===== src/rtl/hrhs_pkg.sv =====
// Shared types and constants for the HTTP response header scanner.
package hrhs_pkg;

  typedef struct packed {
    logic [7:0] data_byte;
    logic       end_of_buffer;
  } in_word_t;

  typedef struct packed {
    logic [1:0]  status;
    logic [15:0] declared_length;
    logic [15:0] body_offset;
    logic [15:0] body_bytes;
    logic [23:0] range_start;
    logic [23:0] range_end;
    logic [23:0] total_size;
  } out_word_t;

  // Classified byte handed from the front part to the back part.
  typedef struct packed {
    logic [7:0] data_byte;
    logic       end_of_buffer;
    logic       is_lf;
    logic       is_cr;
    logic       is_digit;
    logic [3:0] digit;
    logic [3:0] hex_val;
  } cls_word_t;

  localparam logic [1:0] PH_HEADER = 2'd0;
  localparam logic [1:0] PH_CHUNK  = 2'd1;
  localparam logic [1:0] PH_BODY   = 2'd2;

  localparam logic [1:0] ST_OK      = 2'd0;
  localparam logic [1:0] ST_NO_LEN  = 2'd1;
  localparam logic [1:0] ST_SHORT   = 2'd2;
  localparam logic [1:0] ST_NO_BODY = 2'd3;

  localparam int unsigned LEN_PREFIX_SIZE = 15;
  localparam int unsigned RNG_PREFIX_SIZE = 14;

  function automatic logic [7:0] len_prefix(input logic [3:0] idx);
    logic [7:0] c;
    case (idx)
      4'd0: c = "C";   4'd1: c = "o";   4'd2: c = "n";   4'd3: c = "t";
      4'd4: c = "e";   4'd5: c = "n";   4'd6: c = "t";   4'd7: c = "-";
      4'd8: c = "L";   4'd9: c = "e";   4'd10: c = "n";  4'd11: c = "g";
      4'd12: c = "t";  4'd13: c = "h";  4'd14: c = ":";
      default: c = 8'h00;
    endcase
    return c;
  endfunction

  function automatic logic [7:0] rng_prefix(input logic [3:0] idx);
    logic [7:0] c;
    case (idx)
      4'd0: c = "C";   4'd1: c = "o";   4'd2: c = "n";   4'd3: c = "t";
      4'd4: c = "e";   4'd5: c = "n";   4'd6: c = "t";   4'd7: c = "-";
      4'd8: c = "R";   4'd9: c = "a";   4'd10: c = "n";  4'd11: c = "g";
      4'd12: c = "e";  4'd13: c = ":";
      default: c = 8'h00;
    endcase
    return c;
  endfunction

endpackage


===== src/rtl/hrhs_front.sv =====
// Front part: classify each incoming byte.
module hrhs_front (
  input  hrhs_pkg::in_word_t  in_word,
  output hrhs_pkg::cls_word_t cls_word
);
  logic [7:0] up;

  always_comb begin
    up = in_word.data_byte;
    if (up >= 8'h61 && up <= 8'h7A) begin
      up = up - 8'h20;
    end
    cls_word.data_byte     = in_word.data_byte;
    cls_word.end_of_buffer = in_word.end_of_buffer;
    cls_word.is_lf         = (in_word.data_byte == 8'h0A);
    cls_word.is_cr         = (in_word.data_byte == 8'h0D);
    cls_word.is_digit      = (in_word.data_byte >= 8'h30) && (in_word.data_byte <= 8'h39);
    cls_word.digit         = 4'(in_word.data_byte - 8'h30);
    cls_word.hex_val       = (up < 8'h41) ? 4'(up - 8'h30) : 4'(up - 8'h37);
  end
endmodule


===== src/rtl/hrhs_fifo.sv =====
// Two-entry queue between the classifier and the scanner core.
module hrhs_fifo (
  input  logic                clk,
  input  logic                rst_n,
  input  logic                wr_en,
  input  hrhs_pkg::cls_word_t wr_data,
  output logic                full,
  input  logic                rd_en,
  output hrhs_pkg::cls_word_t rd_data,
  output logic                empty
);
  hrhs_pkg::cls_word_t mem_r [2];
  logic       wp_r, rp_r;
  logic [1:0] cnt_r;

  assign full    = (cnt_r == 2'd2);
  assign empty   = (cnt_r == 2'd0);
  assign rd_data = mem_r[rp_r];

  always_ff @(posedge clk) begin
    if (wr_en) begin
      mem_r[wp_r] <= wr_data;
    end
  end

  always_ff @(posedge clk) begin
    if (!rst_n) begin
      wp_r  <= 1'b0;
      rp_r  <= 1'b0;
      cnt_r <= 2'd0;
    end else begin
      if (wr_en) wp_r <= ~wp_r;
      if (rd_en) rp_r <= ~rp_r;
      cnt_r <= cnt_r + 2'(wr_en) - 2'(rd_en);
    end
  end

  assert property (@(posedge clk) disable iff (!rst_n) full |-> !wr_en)
    else $error("write into full queue");
  assert property (@(posedge clk) disable iff (!rst_n) empty |-> !rd_en)
    else $error("read from empty queue");
  assert property (@(posedge clk) disable iff (!rst_n) cnt_r != 2'd3)
    else $error("queue count out of range");
endmodule


===== src/rtl/hrhs_core.sv =====
// Back part: header line scanner, chunk size and result builder.
module hrhs_core #(
  parameter int unsigned MAX_LENGTH_DIGITS = 5,
  parameter int unsigned MAX_RANGE_DIGITS  = 7
) (
  input  logic                clk,
  input  logic                rst_n,
  input  logic                cw_valid,
  input  hrhs_pkg::cls_word_t cw,
  output logic                cw_take,
  output logic                out_valid,
  input  logic                out_stall,
  output hrhs_pkg::out_word_t out_word
);
  logic [1:0]  phase_r, phase_nxt;
  logic [4:0]  col_r, col_nxt;
  logic [1:0]  pm_r, pm_nxt;
  logic [1:0]  nidx_r, nidx_nxt;
  logic [2:0]  dcnt_r, dcnt_nxt;
  logic [23:0] acc_r, acc_nxt;
  logic [15:0] len_r, len_nxt;
  logic [23:0] rv_r [3];
  logic [23:0] rv_nxt [3];
  logic [15:0] pos_r, bstart_r, bstart_nxt;
  logic        blank_r, blank_nxt;
  logic        ov_r;
  hrhs_pkg::out_word_t ow_r, ow_nxt;

  logic        len_line, rng_line, do_close, do_nl;
  logic [15:0] next_pos, offset, count;
  logic [2:0]  limit;
  logic [23:0] acc10;

  // Hold only an end-of-buffer word while the previous result waits.
  assign cw_take   = cw_valid && !(cw.end_of_buffer && ov_r && out_stall);
  assign out_valid = ov_r;
  assign out_word  = ow_r;
  assign next_pos  = pos_r + 16'd1;
  assign acc10     = (acc_r << 3) + (acc_r << 1) + 24'(cw.digit);

  always_comb begin
    phase_nxt = phase_r; col_nxt = col_r; pm_nxt = pm_r; nidx_nxt = nidx_r;
    dcnt_nxt = dcnt_r; acc_nxt = acc_r; len_nxt = len_r; bstart_nxt = bstart_r;
    blank_nxt = blank_r;
    for (int i = 0; i < 3; i++) rv_nxt[i] = rv_r[i];
    len_line = pm_r[0] && (col_r >= 5'(hrhs_pkg::LEN_PREFIX_SIZE));
    rng_line = pm_r[1] && (col_r >= 5'(hrhs_pkg::RNG_PREFIX_SIZE));
    limit    = len_line ? 3'(MAX_LENGTH_DIGITS) : 3'(MAX_RANGE_DIGITS);
    do_close = 1'b0;
    do_nl    = 1'b0;
    if (phase_r == hrhs_pkg::PH_HEADER) begin
      if (cw.is_lf) begin
        do_nl = 1'b1;
        if (blank_r || col_r == 5'd0) begin
          if (len_r != 16'd0) begin
            phase_nxt  = hrhs_pkg::PH_BODY;
            bstart_nxt = next_pos;
          end else begin
            phase_nxt = hrhs_pkg::PH_CHUNK;
          end
        end else if (len_line || rng_line) begin
          do_close = 1'b1;
        end
      end else begin
        if (col_r == 5'd0 && cw.is_cr) blank_nxt = 1'b1;
        if (len_line || rng_line) begin
          if (cw.is_digit) begin
            if (dcnt_r < limit) begin
              acc_nxt  = acc10;
              dcnt_nxt = dcnt_r + 3'd1;
            end
          end else begin
            do_close = 1'b1;
          end
        end else begin
          if (col_r < 5'(hrhs_pkg::LEN_PREFIX_SIZE) &&
              cw.data_byte != hrhs_pkg::len_prefix(col_r[3:0])) pm_nxt[0] = 1'b0;
          if (col_r < 5'(hrhs_pkg::RNG_PREFIX_SIZE) &&
              cw.data_byte != hrhs_pkg::rng_prefix(col_r[3:0])) pm_nxt[1] = 1'b0;
          if (col_r == 5'(hrhs_pkg::RNG_PREFIX_SIZE - 1) && pm_nxt[1]) begin
            for (int i = 0; i < 3; i++) rv_nxt[i] = '0;
          end
        end
        if (col_r != 5'd31) col_nxt = col_r + 5'd1;
      end
      // Close an open digit run.
      if (do_close && dcnt_r != 3'd0) begin
        if (len_line) begin
          if (nidx_r == 2'd0 && acc_r[15:0] != 16'd0) len_nxt = acc_r[15:0];
        end else if (nidx_r != 2'd3) begin
          rv_nxt[nidx_r] = acc_r;
        end
        if (nidx_r != 2'd3) nidx_nxt = nidx_r + 2'd1;
        dcnt_nxt = 3'd0;
        acc_nxt  = '0;
      end
    end else if (phase_r == hrhs_pkg::PH_CHUNK) begin
      if (cw.is_lf) begin
        if (acc_r[15:0] != 16'd0) len_nxt = acc_r[15:0];
        do_nl      = 1'b1;
        phase_nxt  = hrhs_pkg::PH_BODY;
        bstart_nxt = next_pos;
      end else if (cw.is_cr) begin
        nidx_nxt = 2'd1;
      end else if (nidx_r == 2'd0) begin
        acc_nxt = {8'd0, acc_r[11:0], cw.hex_val};
      end
    end
    if (do_nl) begin
      col_nxt = '0; pm_nxt = 2'b11; nidx_nxt = '0; dcnt_nxt = '0;
      acc_nxt = '0; blank_nxt = 1'b0;
    end

    if (phase_nxt == hrhs_pkg::PH_BODY || phase_nxt == 2'd3) begin
      offset = bstart_nxt;
      count  = next_pos - bstart_nxt;
    end else begin
      offset = next_pos;
      count  = '0;
    end
    if (len_nxt == 16'd0)   ow_nxt.status = hrhs_pkg::ST_NO_LEN;
    else if (count == '0)   ow_nxt.status = hrhs_pkg::ST_NO_BODY;
    else if (len_nxt > count) ow_nxt.status = hrhs_pkg::ST_SHORT;
    else                    ow_nxt.status = hrhs_pkg::ST_OK;
    ow_nxt.declared_length = len_nxt;
    ow_nxt.body_offset     = offset;
    ow_nxt.body_bytes      = count;
    ow_nxt.range_start     = rv_nxt[0];
    ow_nxt.range_end       = rv_nxt[1];
    ow_nxt.total_size      = rv_nxt[2];
  end

  always_ff @(posedge clk) begin
    if (!rst_n) begin
      phase_r <= hrhs_pkg::PH_HEADER; col_r <= '0; pm_r <= 2'b11; nidx_r <= '0;
      dcnt_r <= '0; acc_r <= '0; len_r <= '0; pos_r <= '0; bstart_r <= '0;
      blank_r <= 1'b0; ov_r <= 1'b0;
      for (int i = 0; i < 3; i++) rv_r[i] <= '0;
    end else begin
      if (ov_r && !out_stall) ov_r <= 1'b0;
      if (cw_take) begin
        if (cw.end_of_buffer) begin
          // Hand off the result, then start over for the next buffer.
          ov_r <= 1'b1;
          ow_r <= ow_nxt;
          phase_r <= hrhs_pkg::PH_HEADER; col_r <= '0; pm_r <= 2'b11;
          nidx_r <= '0; dcnt_r <= '0; acc_r <= '0; len_r <= '0; pos_r <= '0;
          bstart_r <= '0; blank_r <= 1'b0;
          for (int i = 0; i < 3; i++) rv_r[i] <= '0;
        end else begin
          phase_r <= phase_nxt; col_r <= col_nxt; pm_r <= pm_nxt;
          nidx_r <= nidx_nxt; dcnt_r <= dcnt_nxt; acc_r <= acc_nxt;
          len_r <= len_nxt; pos_r <= next_pos; bstart_r <= bstart_nxt;
          blank_r <= blank_nxt;
          for (int i = 0; i < 3; i++) rv_r[i] <= rv_nxt[i];
        end
      end
    end
  end

  assert property (@(posedge clk) disable iff (!rst_n) phase_r != 2'd3)
    else $error("unreachable phase");
  assert property (@(posedge clk) disable iff (!rst_n)
    out_valid && out_stall |=> out_valid && $stable(out_word))
    else $error("stalled result changed");
  assert property (@(posedge clk) disable iff (!rst_n)
    cw_take && cw.end_of_buffer |=> phase_r == hrhs_pkg::PH_HEADER && pos_r == '0)
    else $error("state not restarted after buffer end");
  assert property (@(posedge clk) disable iff (!rst_n)
    dcnt_r <= 3'(MAX_RANGE_DIGITS))
    else $error("digit count overrun");
endmodule


===== src/rtl/http_response_header_scanner.sv =====
// An end-of-buffer byte's result goes through the queue, then the result register.
// Throughput: one byte per cycle unless stalled; the core updates its state once per byte.
// While a result waits, bytes keep flowing until the next end-of-buffer word reaches the core.
// Reset (rst_n low, synchronous) empties the queue and returns to header scan.
// After each end-of-buffer byte the scanner restarts on its own for the next buffer.
module http_response_header_scanner #(
  parameter int unsigned MAX_LENGTH_DIGITS = 5,
  parameter int unsigned MAX_RANGE_DIGITS  = 7
) (
  input  logic                clk,
  input  logic                rst_n,
  input  logic                in_valid,
  output logic                in_stall,
  input  hrhs_pkg::in_word_t  in_data,
  output logic                out_valid,
  input  logic                out_stall,
  output hrhs_pkg::out_word_t out_data
);
  hrhs_pkg::cls_word_t cls, q_data;
  logic full, empty, take;

  hrhs_front u_front (.in_word(in_data), .cls_word(cls));

  assign in_stall = full;

  hrhs_fifo u_fifo (
    .clk(clk), .rst_n(rst_n),
    .wr_en(in_valid && !full), .wr_data(cls), .full(full),
    .rd_en(take), .rd_data(q_data), .empty(empty)
  );

  hrhs_core #(
    .MAX_LENGTH_DIGITS(MAX_LENGTH_DIGITS),
    .MAX_RANGE_DIGITS(MAX_RANGE_DIGITS)
  ) u_core (
    .clk(clk), .rst_n(rst_n),
    .cw_valid(!empty), .cw(q_data), .cw_take(take),
    .out_valid(out_valid), .out_stall(out_stall), .out_word(out_data)
  );
endmodule


===== config.mk =====
export PLATFORM = sky130hd
export DESIGN_NAME = http_response_header_scanner
export DESIGN_NICKNAME = d
export VERILOG_FILES = /design/src/rtl/hrhs_pkg.sv /design/src/rtl/hrhs_front.sv /design/src/rtl/hrhs_fifo.sv /design/src/rtl/hrhs_core.sv /design/src/rtl/http_response_header_scanner.sv
export SDC_FILE = /design/constraint.sdc
export NUM_CORES = 1
export LEC_CHECK = 0
export BUFFER_PORTS_ARGS = -buffer_cell sky130_fd_sc_hd__buf_2
export CORE_ASPECT_RATIO = 0.7
export CORE_MARGIN = 2
export CORE_UTILIZATION = 31
export DETAILED_ROUTE_END_ITERATION = 12
export SLEW_MARGIN = 20
export SYNTH_ARGS = -nofsm -noshare
export SYNTH_HDL_FRONTEND = slang
export SYNTH_SLANG_ARGS = --single-unit

===== constraint.sdc =====
create_clock -name clk -period 12.2 [get_ports clk]
set_input_delay 0.61 -clock clk [delete_from_list [all_inputs] [get_ports clk]]
set_output_delay 0.61 -clock clk [all_outputs]
set_load 0.03 [all_outputs]

==> flow_summary.toml, run 1 <==
[routing]
route.vias.total = 12200
postRouteAntennaNets = 0
drt-initial-drc-count = 1057
drt_first_pass_iters = 8
wl_per_cell_um = 18.2
wirelength_um = 43800
drc = 0
routed_via_density = 5.08

[cts]
clockRootBuffer = "clkbuf_16"
cts_tree = "built"
cts_resized = 0
cts_buffer_depth = 3
cts-htree-levels = 2
cts_setup_buffers = 0
hold_buffers = 0
cts.sinks = 333
path_clk_slew_ps = 60
worstSkewPairLatency_ps = 550
cts_inserted_buffers = 36

[finish]
drive_gt1_share_pct = 15.1
final_util_pct = 36.3
areaGrowthSynthToFinish_pct = 15.1
n_antenna_cell = 0
final_common_cell = "edfxtp_1"
nets = 1763
fillCellCount = 5337
final_cell_mix = "edfxtp_1, buf_2, nand2_1"

[yosys]
synthesis.nets = 1643
ys_ff_latch = 333
synth_area_per_cell_um2 = 11.1
synth_top_area_share_pct = 39.9
synth_top_flop_cell = "edfxtp_1"
yosysTopAreaCell = "edfxtp_1"
syn_inst = 1526
synth.area.top_cells = "edfxtp_1, dfxtp_1, ha_1"
synth-edff-count = 226
syn-cell-area_mm2 = 0.0170
yosysWarnings = 0
seq_area_frac_synth_pct = 52.6
async_flop_share_pct = 0
synth.distinct_cells = 90

[min_path]
holdPathEnd = "u_fifo.mem_r[0][11]"
worstHoldStart = "in_data[0]"
hold_depth = 1
hp-class = "in2reg"

[flow_run]
maxCapViolCount = 0

[floorplan]
die_x_um = 284
core_area_mm2 = 0.0539
dieHeight_um = 200
start_util_pct = 31.5
io_pins = 137
rows = 71
die-area_mm2 = 0.0567

[timing]
finalCritPeriodShare_pct = 45.8
max_slew.worst_pin.slew_ps = 1070
maxSlewViolCount = 0
setup-tns-final_ps = 0
setup_viol = 0
fin_skew_ps = 26.2
layout_min_cycle_time_ps = 5590
max-slew-margin-rel_pct = 28.4
hold_violations = 0
max_freq_mhz = 179
rsz0062_at_grt = "no"

[worst_setup_path]
path_max_fanout = 25
timing.rr.end = "u_core.out_word[121]"
worstPathCellList = "inv_1 -> ha_1 -> nor4b_4 -> o211ai_2 -> o21ai_1 -> buf_4 -> o21ai_0 -> ha_1 -> nor3b_2 -> o211ai_2 -> o221ai_2 -> o21ai_2 -> a211oi_2 -> o311ai_1 -> a211o_1 -> nand2_2 -> inv_1 -> ha_1 -> nand4_1 -> nor2_1 -> a221oi_1 -> o221ai_1 -> o311ai_1 -> o21ai_1"
arrival_ps = 5870
rrSetupSlack_ps = 6610
required_ps = 12490
startpoint_type = "flip-flop"
max_stage_delay_ps = 430
critical_path_class = "reg2reg"
slowest_stage = "ha_1"
crit_top_cell = "ha_1"
reg2reg_from = "u_core.col_r[0]"
endpoint_kind = "flip-flop"
rr_worst_depth = 24

[status]
outcome = "completed"

[global_route]
grt_pass1_wl_um = 68300
grt_max_degree = 86
first_global_vias = 11600
antenna_found_initial = 1
grtUsageTotal_pct = 15.3
grt_overflow = 0

[place]
dpl.hpwl_um = 29800
port_buffers = 136
gp_congestion = 0.877

[power]
power_mw = 3.65
leakage_nw = 8.12
power_density_mw_per_mm2 = 186
vdd_drop_max_mv = 0.0822
==> cells by family after synthesis <==
family | count (synthesis) | share of synthesized area (%)
xor gates and xnor gates | 64 | 3.30
adders and majority gates | 104 | 7.79
buffers and inverters | 150 | 3.58
DFF | 333 | 52.6
and+or+nand+nor | 457 | 14.3
muxes | 50 | 3.11
AOI/OAI and AO/OA | 368 | 15.4
==> critical path, delay by kind of cell, from the launching register on <==
kind	cells	cell delay [ps]
buffers and inverters	3	460
AND/OR/NAND/NOR	5	990
adder cells (fa/ha/maj)	3	880
flip-flops	1	350
AO/OA/AOI/OAI	13	2640
==> stage by stage <==
stage | instance area, µm² | setup slack (ps) | instances | hold slack [ps]
global placement | 18400 | 6910 | 2338 | 430
finish | 19600 | 6610 | 2403 | 274
global route | 19600 | 6100 | 2403 | 245
CTS | 19600 | 6680 | 2403 | 243
detailed placement | 18400 | 6690 | 2338 | 440
floorplan | 17000 | 7050 | 1526 | 420
==> layer usage <==
metal	GRT usage (%)	share of wire, %	wire length, µm	vias up
li1	-	-	-	5889
met1	22.8	50	22000	5948
met2	22.4	42	18400	332
met3	3.48	6.1	2670	48
met4	3.12	1.4	602	2
met5	0	0.032	14	-
==> synth_stat cells (4+ instances only) <==
| cell type | instances |
|---|---|
| o21ai_0 | 108 |
| o21a_1 | 14 |
| nor4_1 | 16 |
| mux2_2 | 5 |
| inv_2 | 4 |
| or2_2 | 4 |
| buf_2 | 12 |
| nor2b_1 | 24 |
| nand4_1 | 18 |
| nor3b_1 | 9 |
| a21oi_1 | 40 |
| a21boi_0 | 7 |
| dfxtp_1 | 107 |
| xnor2_1 | 41 |
| mux2i_1 | 42 |
| a31oi_1 | 5 |
| a221oi_1 | 13 |
| a22oi_1 | 9 |
| a22o_1 | 78 |
| xor2_1 | 23 |
| inv_1 | 77 |
| and3_1 | 19 |
| nand3_1 | 24 |
| a211oi_1 | 8 |
| or3_1 | 4 |
| o21ai_1 | 8 |
| nor3_1 | 22 |
| clkbuf_1 | 48 |
| nand3b_1 | 5 |
| nor2_1 | 68 |
| nand2_1 | 123 |
| edfxtp_1 | 226 |
| ha_1 | 101 |
| nand2b_1 | 13 |
| a21o_1 | 23 |
| o211ai_1 | 6 |
| and2_1 | 89 |
==> report_power, final <==
part | internal, mW | switching (mW)
combinational | 0.352 | 0.655
clock | 0.616 | 0.455
sequential | 1.45 | 0.122
total | 2.41 | 1.23
==> registers in the layout, summed over array words and instances, names as in the netlist, 3 cells and up, named ones only <==
name / count
u_core.acc_r: 24
u_core.out_word: 122
u_core.len_r: 16
u_fifo.mem_r: 32
u_core.dcnt_r: 3
u_core.rv_r: 72
u_core.col_r: 5
u_core.bstart_r: 16
u_core.pos_r: 16
==> worst max path at each step <==
| stage | end | startpoint | depth (start not counted) |
|---|---|---|---|
| after floorplan | u_core.out_word[121] | u_core.col_r[0] | 24 |
| after global placement | u_core.out_word[121] | u_core.len_r[0] | 22 |
| after detailed placement | u_core.out_word[121] | u_core.col_r[0] | 24 |
| after CTS | u_core.out_word[121] | u_core.col_r[0] | 24 |
| after global routing | u_core.out_word[121] | u_core.len_r[3] | 23 |
| final | u_core.out_word[121] | u_core.col_r[0] | 24 |
==> layout make-up <==
| class | instances | area [µm²] | share of cell area [%] |
|---|---|---|---|
| Clock inverter | 21 | 183 | 0.934 |
| Multi-Input combinational cell | 1043 | 7460 | 38.2 |
| Clock buffer | 44 | 972 | 4.97 |
| Tap cell | 730 | 913 | 4.67 |
| Timing Repair Buffer | 150 | 790 | 4.04 |
| Sequential cell | 333 | 8930 | 45.7 |
| Inverter | 82 | 308 | 1.57 |
(Power assumes the default switching activity.)
==> run 2: changes to the inputs <==
- clock period: 12.2 -> 4.75 ns (I/O delays scaled with it)
==> run 2 against run 1 <==
Net effect:
- global-route usage grew 0.26 points
- via count rose by 3.7%
- sequential share of layout area down 2.5 points
- register-to-register slack got worse by 6600 ps
- design area rose by 5.8%
- power grew to 2.7 times the previous value
- die area stayed put
- sequential cell count unchanged
==> flow_summary.toml, run 2 (synthesized netlist as in run 1, its figures left out) <==
[status]
outcome = "completed"

[finish]
stdcell_count = 2481
nets = 1840
largest_reg_flops = 122
areaGrowthSynthToFinish_pct = 21.8
final_common_cell = "edfxtp_1"
final_cell_mix = "edfxtp_1, buf_2, nand2_1"
fillCellCount = 5139
drive_gt1_share_pct = 21.6
layout.area.seq_mm2 = 0.00893
n_antenna_cell = 0
multiInputGateArea_mm2 = 0.00785
final_area_mm2 = 0.0207

[min_path]
hp-class = "in2reg"
worstHoldStart = "in_valid"

[flow_run]
maxCapViolCount = 0

[power]
leakage_nw = 8.61
p_switching_mw = 3.28
clockPowerShare_pct = 30.1
combPwrFrac_pct = 29.0
internal_power_mw = 6.49
vdd_drop_max_mv = 0.223
p_sw_share_pct = 33.6
power_density_mw_per_mm2 = 472
power_frac_seq_pct = 40.9

[place]
numPlacedInstances = 2385
dpl.hpwl_um = 31300
port_buffers = 136
dp_slack_ps = -72.2
placed_area_mm2 = 0.0188
gp_congestion = 0.847

[global_route]
first_global_vias = 12000
antenna_found_initial = 2
grtUsageTotal_pct = 15.5
grt_max_degree = 60
grt_pass1_wl_um = 69300
grt_overflow = 0

[floorplan]
core_area_mm2 = 0.0539
dieHeight_um = 200
io_pins = 137
rows = 71
die_x_um = 284
start_util_pct = 31.5
die-area_mm2 = 0.0567

[timing]
hold_violations = 0
setup_slack_ps = 29.8
holdWs_ps = 142
finalCritPeriodShare_pct = 99.4
setup-tns-final_ps = 0
maxSlewViolCount = 0
max_freq_mhz = 212
setup_viol = 0
layout_min_cycle_time_ps = 4720
fin_skew_ps = 24.5
max-slew-margin-rel_pct = 32.0
rsz0062_at_grt = "yes"
max_slew.worst_pin.slew_ps = 1020

[worst_setup_path]
crit_start = "u_core.col_r[1]"
path_delay_family = "compound AO/OA/AOI/OAI gates"
critical_path_class = "reg2reg"
worstPathCellList = "inv_2 -> ha_4 -> nor4b_4 -> o211ai_2 -> o21ai_4 -> clkbuf_16 -> buf_8 -> o21ai_0 -> ha_1 -> and2_4 -> and3_4 -> o21ai_2 -> a211oi_2 -> o311ai_2 -> a211o_1 -> nand2_2 -> inv_2 -> ha_4 -> nand4_1 -> nor2_2 -> a221oi_2 -> o221ai_2 -> o311ai_4 -> o21ai_1"
startpoint_type = "flip-flop"
slowest_stage = "ha_1"
reg2reg_from = "u_core.col_r[1]"
worst-path-buf-inv = 4
arrival_ps = 5020
path_max_fanout = 6
endpoint_kind = "flip-flop"
required_ps = 5050
max_stage_delay_ps = 400

[routing]
wl_per_cell_um = 18.2
wirelength_um = 45200
top_layer_used = "met5"
postRouteAntennaNets = 0
drc = 0
wl_met1_um = 22200
drt_first_pass_iters = 5
routed_via_density = 5.11
route.vias.total = 12700
route.met3.wl_um = 2790
wl_met2_um = 19300
drt-initial-drc-count = 1211

[cts]
cts-htree-levels = 2
clockRootBuffer = "clkbuf_16"
path_clk_slew_ps = 60
cts_buffer_depth = 3
cts.sinks = 333
cts_inserted_buffers = 37
worstSkewPairLatency_ps = 560
cts_tree = "built"
run 2: final cells by class:
| cell class | instances | share of cell area (%) |
|---|---|---|
| Sequential cell | 333 | 43.2 |
| Multi-Input combinational cell | 1043 | 38.0 |
| Timing Repair Buffer | 226 | 6.97 |
| Clock buffer | 43 | 4.74 |
| Tap cell | 730 | 4.41 |
| Inverter | 82 | 1.49 |
| Clock inverter | 24 | 1.26 |
run 2: power groups by stage:
stage	logic, mW	clock network [mW]	registers [mW]
6_report	2.83	2.94	4.00
5_1_grt	3.10	3.13	4.05
2_1_floorplan	1.63	0	4.28
4_1_cts	2.70	3.02	4.00
3_5_place_dp	2.67	0	4.06
3_3_place_gp	2.64	0	4.05
run 2: worst paths after layout:
path                            depth (start not counted)  slack, ps              endpoint
worst min-delay path                                    4        140           u_fifo.wp_r
worst min register to register                          2        450    u_core.bstart_r[8]
worst max-delay path                                   24         30  u_core.out_word[121]
worst max register to register                         24         30  u_core.out_word[121]
run 2: per-stage QoR:
stage / utilization [%] / total power [mW]
global placement: 34.9 / 6.69
finish: 38.4 / 9.77
floorplan: - / 5.91
CTS: 37.4 / 9.72
detailed placement: 34.9 / 6.74
global route: 38.4 / 10.3
run 2: routing by layer:
layer | global-route usage [%] | up-vias
met4 | 4.21 | 2
li1 | - | 6033
met1 | 22.8 | 6190
met2 | 22.8 | 386
met5 | 0 | -
met3 | 3.48 | 66
run 2: timing repair:
action                                  4_1_cts  5_1_grt
hold endpoints to repair                     19        0
hold buffers                                 10        0
gates resized for setup                       6       76
buffers inserted                              0       17
gates cloned                                  0        2
endpoints found under the setup margin        1        1
pin swaps                                     1       40
run 2: worst min-delay path, cell delays in order:
cell and delay [ps]:
buf_2 100, nand2_1 90, and2_1 140, o21a_1 100
